`src/rtl/core/qkd_pkg.sv`:
```
package qkd_pkg;

  // one sample tick of the knob lines plus software requests
  typedef struct packed {
    logic line_a;
    logic line_b;
    logic line_push;
    logic take_turn;
    logic write_click;
    logic click_value;
  } qkd_in_t;

  // reported flags for one sample tick
  typedef struct packed {
    logic turned_cw;
    logic turned_ccw;
    logic clicked;
  } qkd_out_t;

  // edge kinds, also the column of the edge table
  typedef enum logic [1:0] {
    COL_A_RISE = 2'd0,
    COL_B_RISE = 2'd1,
    COL_A_FALL = 2'd2,
    COL_B_FALL = 2'd3
  } edge_col_t;

  typedef logic [1:0] phase_t;

  localparam phase_t PHASE_REST  = 2'd0;
  localparam phase_t PHASE_ONE   = 2'd1;
  localparam phase_t PHASE_THREE = 2'd3;

  // next phase, rows by current phase, columns by edge kind
  localparam phase_t EDGE_NEXT [0:3][0:3] = '{
    '{2'd0, 2'd0, 2'd1, 2'd3},
    '{2'd0, 2'd1, 2'd1, 2'd2},
    '{2'd3, 2'd1, 2'd2, 2'd2},
    '{2'd3, 2'd0, 2'd2, 2'd3}
  };

  // phase tracking and sticky turn flags
  typedef struct packed {
    phase_t phase_now;
    phase_t first_phase;
    logic   first_valid;
    phase_t prior_phase;
    logic   prior_valid;
    logic   cw;
    logic   ccw;
  } turn_state_t;

  // one step of the edge table, with detent detection on return to rest
  function automatic turn_state_t edge_step(turn_state_t s, edge_col_t col);
    turn_state_t n;
    n             = s;
    n.prior_phase = s.phase_now;
    n.prior_valid = 1'b1;
    n.phase_now   = EDGE_NEXT[s.phase_now][col];
    if (!n.first_valid && (n.phase_now != PHASE_REST)) begin
      n.first_phase = n.phase_now;
      n.first_valid = 1'b1;
    end
    if ((n.phase_now == PHASE_REST) && n.first_valid && n.prior_valid) begin
      if ((n.first_phase == PHASE_ONE) && (n.prior_phase == PHASE_THREE)) begin
        n.cw = 1'b1;
      end else if ((n.first_phase == PHASE_THREE) && (n.prior_phase == PHASE_ONE)) begin
        n.ccw = 1'b1;
      end
      n.first_phase = PHASE_REST;
      n.first_valid = 1'b0;
      n.prior_phase = PHASE_REST;
      n.prior_valid = 1'b0;
    end
    return n;
  endfunction

endpackage

```
`src/rtl/core/qkd_track.sv`:
```
module qkd_track
  import qkd_pkg::*;
(
  input  logic     clk,
  input  logic     rst,
  input  logic     fire,
  input  qkd_in_t  item,
  output qkd_out_t flags
);

  logic        primed;
  logic        last_a;
  logic        last_b;
  logic        last_push;
  logic        click_latch;
  turn_state_t turn;

  turn_state_t turn_a;
  turn_state_t turn_b;
  turn_state_t turn_next;
  logic        click_mid;
  logic        click_next;

  // edge on A first, then edge on B, from the stored previous levels
  always_comb begin
    turn_a = turn;
    if (primed && (item.line_a != last_a)) begin
      turn_a = edge_step(turn, item.line_a ? COL_A_RISE : COL_A_FALL);
    end
    turn_b = turn_a;
    if (primed && (item.line_b != last_b)) begin
      turn_b = edge_step(turn_a, item.line_b ? COL_B_RISE : COL_B_FALL);
    end
  end

  // push falling edge sets the click, then a software write overrides
  always_comb begin
    click_mid = click_latch;
    if (primed && (item.line_push != last_push) && !item.line_push) begin
      click_mid = 1'b1;
    end
    click_next = item.write_click ? item.click_value : click_mid;
  end

  // flags are reported before take_turn clears them
  always_comb begin
    flags.turned_cw  = turn_b.cw;
    flags.turned_ccw = turn_b.ccw;
    flags.clicked    = click_next;
    turn_next        = turn_b;
    if (item.take_turn) begin
      turn_next.cw  = 1'b0;
      turn_next.ccw = 1'b0;
    end
  end

  // state update per accepted beat
  always_ff @(posedge clk) begin
    if (rst) begin
      primed      <= 1'b0;
      last_a      <= 1'b0;
      last_b      <= 1'b0;
      last_push   <= 1'b1;
      click_latch <= 1'b0;
      turn        <= '0;
    end else if (fire) begin
      primed      <= 1'b1;
      last_a      <= item.line_a;
      last_b      <= item.line_b;
      last_push   <= item.line_push;
      click_latch <= click_next;
      turn        <= turn_next;
    end
  end

endmodule

```
`src/rtl/core/quadrature_knob_decoder.sv`:
```
// an accepted sample beat passes the input register, then the result register
// throughput: one sample beat per cycle while result_stall is low, set by the
// state update between the input register and the result register
// reset (synchronous, rst high): both registers empty, lines unprimed,
// phase at rest, turn flags and click latch cleared
module quadrature_knob_decoder
  import qkd_pkg::*;
(
  input  logic     clk,
  input  logic     rst,
  input  logic     sample_valid,
  output logic     sample_stall,
  input  qkd_in_t  sample,
  output logic     result_valid,
  input  logic     result_stall,
  output qkd_out_t result
);

  logic     in_vld;
  qkd_in_t  in_item;
  logic     advance;
  qkd_out_t flags;

  // move the held sample into the result register when it has room
  assign advance      = in_vld && (!result_valid || !result_stall);
  assign sample_stall = in_vld && !advance;

  // input register
  always_ff @(posedge clk) begin
    if (rst) begin
      in_vld <= 1'b0;
    end else if (!sample_stall) begin
      in_vld <= sample_valid;
    end
  end

  always_ff @(posedge clk) begin
    if (!sample_stall && sample_valid) begin
      in_item <= sample;
    end
  end

  // decoder state and flag update
  qkd_track u_track (
    .clk   (clk),
    .rst   (rst),
    .fire  (advance),
    .item  (in_item),
    .flags (flags)
  );

  // result register
  always_ff @(posedge clk) begin
    if (rst) begin
      result_valid <= 1'b0;
    end else if (advance) begin
      result_valid <= 1'b1;
    end else if (!result_stall) begin
      result_valid <= 1'b0;
    end
  end

  always_ff @(posedge clk) begin
    if (advance) begin
      result <= flags;
    end
  end

endmodule
```
`config.mk`:
```
export PLATFORM = sky130hd
export DESIGN_NAME = quadrature_knob_decoder
export DESIGN_NICKNAME = d
export VERILOG_FILES = /design/src/rtl/core/qkd_pkg.sv /design/src/rtl/core/qkd_track.sv /design/src/rtl/core/quadrature_knob_decoder.sv
export SDC_FILE = /design/constraint.sdc
export NUM_CORES = 1
export LEC_CHECK = 0
export BUFFER_PORTS_ARGS = -buffer_cell sky130_fd_sc_hd__buf_4
export CAP_MARGIN = 25
export CORE_MARGIN = 5
export CORE_UTILIZATION = 50
export CTS_BUF_LIST = sky130_fd_sc_hd__clkbuf_16
export DETAILED_ROUTE_END_ITERATION = 12
export GPL_TIMING_DRIVEN = 0
export HOLD_SLACK_MARGIN = 0.12
export MAX_ROUTING_LAYER = met4
export PLACE_DENSITY = 0.73
export SYNTH_ARGS = -nofsm -noshare
export SYNTH_HDL_FRONTEND = slang
export SYNTH_SLANG_ARGS = --single-unit
```
`constraint.sdc`:
```
create_clock -name clk -period 2.5 [get_ports clk]
set_input_delay 0.125 -clock clk [delete_from_list [all_inputs] [get_ports clk]]
set_output_delay 0.125 -clock clk [all_outputs]
set_load 0.01 [all_outputs]
```
# After elaboration in Yosys (flattened, before gate mapping)
# Cells that the tools add are included.
[totals]
word_cells = 101
reg_bits = 23
input_bits = 10
out_inout_bits = 5
[op_classes]
eq_ne = 12
magnitude_cmp = 4
n_bitwise = 4
muxes = 33
reduce_logical = 27
[op_table]
columns = ["cell", "n"]
rows = [
  ["two-way mux 8 bit", 6],
  ["binary-select mux 8 bit (select 2 bit)", 2],
  ["two-way mux 10 bit", 2],
  ["logical AND 1 bit", 15],
  ["two-way mux 2 bit", 7],
  [">= comparator 3 bit (second input constant)", 4],
  ["two-way mux 3 bit", 4],
  ["inverter 2 -> 3 bit", 4],
  ["two-way mux 1 bit", 10],
  ["binary-select mux 2 bit (select 2 bit)", 2],
  ["== test 2 x 1 -> 1 bit (second input constant)", 4],
  ["== test 2 bit (second input constant)", 4],
  ["zero test 1 bit", 7],
  ["zero test 2 bit", 2],
  ["nonzero test 2 bit", 2],
  ["!= test 1 bit", 3],
  ["!= test 2 x 1 -> 1 bit (second input constant)", 1],
  ["logical OR 1 bit", 1],
]

# Depth between registers and ports, before layout
[depth]
ltp_word = 35
mapped_depth = 9
ltp_nobuf = 9

# Cells and area by module
# A second synthesis with hierarchy kept.
[unflattened]
cells_unflattened = 137
hier_area_um2 = 1332.5
[modules_own_cells]
columns = ["module", "area_per_inst_um2", "seq_area_each_um2", "n_inst", "cells_per_inst"]
rows = [
  ["qkd_track", 975.9, 240.2, 1, 118],
  ["quadrature_knob_decoder", 356.6, 310.3, 1, 19],
]

# Worst setup path after synthesis
# Ideal clock, no wire load.
[synth_path]
path_kind = "register to register"
from = "reg in_item[5] (netlist bit)"
to = "reg u_track.turn[6] (netlist bit)"
period_less_slack_ns = 2.503
required_ns = 2.383
setup_time_ns = 0.117
path_stages_with_launch = 8
t_arrival_ns = 2.386
path_buffers = 0
setup_slack_ns = -0.003
cell_sequence = "edfxtp_1 xor2_2 nand2_1 mux2_2 ha_1 or4_1 o21a_1 a32o_1"
[synth_between]
elab_chain_len = 20
word_cells_on_any_way = 31
classes_between = "1 x eq/ne; 18 x mux; 2 x bitwise; 10 x reduce/logical"
[synth_rtl]
columns = ["item", "line_no", "rtl"]
rows = [
  ["start: declaration", "quadrature_knob_decoder.sv:20", "qkd_in_t in_item;"],
  ["start signal: assignment", "quadrature_knob_decoder.sv:39", "in_item <= sample;"],
  ["two-way mux 2 bit", "qkd_track.sv:28", "turn_a = edge_step(turn, item.line_a ? COL_A_RISE : COL_A_FALL);"],
  ["inverter 2 -> 3 bit (implied by the code)", "qkd_pkg.sv:59", "n.phase_now = EDGE_NEXT[s.phase_now][col];"],
  ["binary-select mux 2 bit (select 2 bit)", "qkd_pkg.sv:59", ""],
  ["two-way mux 2 bit (implied by the code) (2 in a row)", "qkd_pkg.sv:59", ""],
  ["two-way mux 10 bit (*)", "qkd_track.sv:27", "if (primed && (item.line_a != last_a)) begin"],
  ["inverter 2 -> 3 bit (implied by the code)", "qkd_pkg.sv:59", ""],
  ["binary-select mux 8 bit (select 2 bit)", "qkd_pkg.sv:59", ""],
  ["two-way mux 8 bit (implied by the code) (2 in a row)", "qkd_pkg.sv:59", ""],
  ["binary-select mux 2 bit (select 2 bit)", "qkd_pkg.sv:59", ""],
  ["two-way mux 2 bit (implied by the code) (2 in a row)", "qkd_pkg.sv:59", ""],
  ["nonzero test 2 bit", "qkd_pkg.sv:60", "if (!n.first_valid && (n.phase_now != PHASE_REST)) begin"],
  ["logical AND 1 bit", "qkd_pkg.sv:60", ""],
  ["two-way mux 3 bit", "qkd_pkg.sv:60", ""],
  ["two-way mux 3 bit", "qkd_track.sv:31", "if (primed && (item.line_b != last_b)) begin"],
  ["logical AND 1 bit", "qkd_pkg.sv:64", "if ((n.phase_now == PHASE_REST) && n.first_valid && n.prior_valid) begin"],
  ["two-way mux 8 bit", "qkd_pkg.sv:64", ""],
  ["two-way mux 10 bit (*)", "qkd_track.sv:31", ""],
  ["end signal: assignment", "qkd_track.sv:72", "turn <= turn_next;"],
  ["end: declaration", "qkd_track.sv:16", "turn_state_t turn;"],
]
# Mark *: on every way between the ends. The rest lies on a longest branch, timed or not. The select of a mux whose other input is x is not followed.
# A chain may end at the register's enable or synchronous reset.

# Final worst setup path
# Ends and elaborated chain as after synthesis.

==> impl_metrics.json <==
{
  "run_status": "completed",
  "clock-sinks": 23,
  "netlist-cell-type-count": 45,
  "cts_buffer_depth": 2,
  "cp_data_arrival_time_ns": 2.59,
  "ys_ff_latch": 23,
  "power.internal_uw": 681,
  "finalSetupTns_ns": 0,
  "grt.busiest_layer": "met2",
  "rrSetupSlack_ns": 0.06,
  "yosysWarnings": 0,
  "via_per_inst": 5.63,
  "gr-total-overflow": 0,
  "wl_per_cell_um": 14.8,
  "clkPwrFrac_pct": 38.8,
  "gr-usage-all-layers_pct": 17.8,
  "worstSetupStartpointType": "flop",
  "grt.met2_usage_pct": 25.9,
  "finalSetupViolCount": 0,
  "drt_pass1_iterations": 4,
  "synth_edf_count": 9,
  "design_area_um2": 1600,
  "grt_pass1_vias": 1033,
  "io-pin-count": 15,
  "syn-cell-area_um2": 1220,
  "die_w_um": 59.3,
  "crit_path_start": "in_item[5]",
  "vdd_drop_max_mv": 0.694,
  "min_period_over_period_pct": 97.8,
  "fmax_mhz": 409,
  "path_class": "reg -> reg",
  "drc": 0,
  "power_uw": 888,
  "synth_fp_nets": 147,
  "grt_pass1_wl_um": 4640,
  "maxSlewHeadroom_pct": 63.1,
  "syn-instance-count": 134,
  "p_per_area_nw_per_um2": 555,
  "hold_end": "result_valid",
  "grt_antenna_before_repair": 0,
  "seq_power_share_pct": 47.1,
  "synth_area_leaders": "dfxtp_1, edfxtp_1, nand2_1, a21oi_1, nor2_1",
  "start_util_pct": 53.5,
  "grt_max_degree": 14,
  "drtAntennaViolNets": 0,
  "placed_cell_area_um2": 1370,
  "period_needed_ns": 2.44,
  "drv_cap": 0,
  "synthArstFlopShare_pct": 0,
  "cts_tree": "yes",
  "num-nets-final": 177,
  "switching_share_pct": 23.3,
  "synthFlopType": "dfxtp_1",
  "place.gp.congestion": 0.873,
  "core_region_area_um2": 2280,
  "endpoint_kind": "flop",
  "cts-root-buf": "clkbuf_16",
  "use_met3_pct": 3.49,
  "cts.clk_slew.worst_paths_ns": 0.06,
  "die_h_um": 59.3,
  "worst_hold_path.num_cells": 3,
  "cts_buffers": 3,
  "htreeDepth": 1,
  "worstMarginPinSlew_ns": 0.552,
  "crit_fanout": 7,
  "drt_iter0_markers": 45,
  "fin_util_pct": 70.4,
  "p_sw_uw": 207,
  "antenna_cells": 0,
  "yosysTopAreaCellShare_pct": 23.0,
  "finClkSkew_ns": 0.00414,
  "syn_avg_cell_area_um2": 9.09,
  "seq_area_frac_synth_pct": 45.2,
  "dpl.hpwl_um": 1860,
  "crit_required_ns": 2.65,
  "r2r-end": "u_track.turn[6]",
  "area_delta_synth_final_pct": 31.6,
  "vias": 1076,
  "num_rows": 17,
  "yosysTopAreaCell": "dfxtp_1",
  "clock_latency_ns": 0.26,
  "r2r_cells": 6,
  "combPwrFrac_pct": 14.2,
  "hold_violations": 0,
  "maxSlewViolCount": 0,
  "drive_gt1_share_pct": 23.9,
  "p_leak_uw": 0.000645,
  "use_met1_pct": 22.7,
  "routed_wl_um": 2830,
  "reg2reg_from": "in_item[5]",
  "portBuffers": 14,
  "min_path_type": "in -> reg",
  "worst_hold_startpoint": "result_stall",
  "die_area_um2": 3520
}
## critical path: stages (launching register included)
cell and delay, ns:
edfxtp_1 0.50, ha_1 0.37, mux2_4 0.31, ha_4 0.28
or4_1 0.50, o21a_1 0.12, a32o_1 0.25
## area by class of cell
class | instances | area, um^2
clock buffers | 3 | 75.1
inverters | 4 | 15.0
well taps | 28 | 35.0
multi-input cells | 100 | 682
clock inverters | 1 | 5.00
plain buffers | 7 | 32.5
fillers | 170 | 674
flip-flops and latches | 23 | 552
repair buffers | 25 | 205
## through the flow
stage	setup slack (ns)	instances	hold WS (ns)
global placement	-0.346	176	0.303
CTS	0.0242	189	0.126
floorplan	0.0316	134	0.224
finish	0.0558	191	0.125
global route	-0.000335	191	0.136
detailed placement	-0.353	176	0.304
## cells by family after synthesis
family                   after synthesis  share of synthesized area [%]
flip-flops                            23                           45.2
buffers and inverters                 11                           3.80
AND/OR/NAND/NOR                       58                           24.2
AO/OA/AOI/OAI                         32                           17.6
adder cells (fa/ha/maj)                3                           3.08
XOR/XNOR                               4                           3.50
multiplexers                           3                           2.67
## repair_timing
| action | 4_1_cts | 5_1_grt |
|---|---|---|
| endpoints found under the hold margin | 7 | 0 |
| buffers inserted | 2 | 2 |
| resized for setup | 6 | 5 |
| hold buffers | 7 | 0 |
| pin swaps | 2 | 3 |
| endpoints found under the setup margin | 5 | 4 |
## layer usage
metal  wire (um)  share of wire [%]  up-vias
met5           0                  0        -
met4          92                3.3        0
met3         127                4.5        8
met2        1360                 48       27
met1        1250                 44      497
li1            -                  -      544
## power by group through the flow
stage,Combinational [uW],Clock (uW),Sequential (uW)
after floorplan,67.8,0,425
after global placement,99.5,0,425
after detailed placement,102,0,425
after CTS,119,348,418
after global routing,140,359,420
final,126,345,418
## synth_stat cells (2+ instances only)
cell / n
or3_1: 2
nand3b_1: 2
nor2_1: 14
nor2b_1: 4
and3_1: 2
nor3_1: 3
nand3_1: 2
ha_1: 3
xnor2_1: 2
clkbuf_1: 5
a32o_1: 2
o21ai_0: 5
dfxtp_1: 14
a21oi_1: 12
edfxtp_1: 9
nand4_1: 3
mux2_2: 2
nand2_1: 19
inv_1: 3
## placed cells by master, fill, tap and decap left out, types with 3 or more instances in the layout
cell           Yosys  final
clkbuf_1           5      4
dfxtp_1           14     13
buf_4              1     19
nor2b_1            4      4
a21oi_1           12     12
clkbuf_16          0      3
nor2_1            14     14
nor3_1             3      3
o21ai_0            5      5
nand2_1           19     18
dlygate4sd3_1      0      7
nand4_1            3      3
edfxtp_1           9      9
inv_1              3      3
## worst max path at each step
stage	depth (start not counted)	to	slack, ns
2_1_floorplan	7	u_track.turn[6]	0.03
3_3_place_gp	9	u_track.turn[0]	-0.35
3_5_place_dp	9	u_track.turn[0]	-0.35
4_1_cts	7	result[1]	0.02
5_1_grt	7	u_track.turn[6]	-0.0003
6_report	6	u_track.turn[6]	0.06
## sequential cells by signal (all words and copies together) (netlist names)
name,count
u_track.last_a,1
result_valid,1
in_item,6
in_vld,1
result,3
u_track.last_b,1
u_track.last_push,1
u_track.primed,1
u_track.turn,7
u_track.click_latch,1
Note: power is estimated with default switching activity, not from simulation.
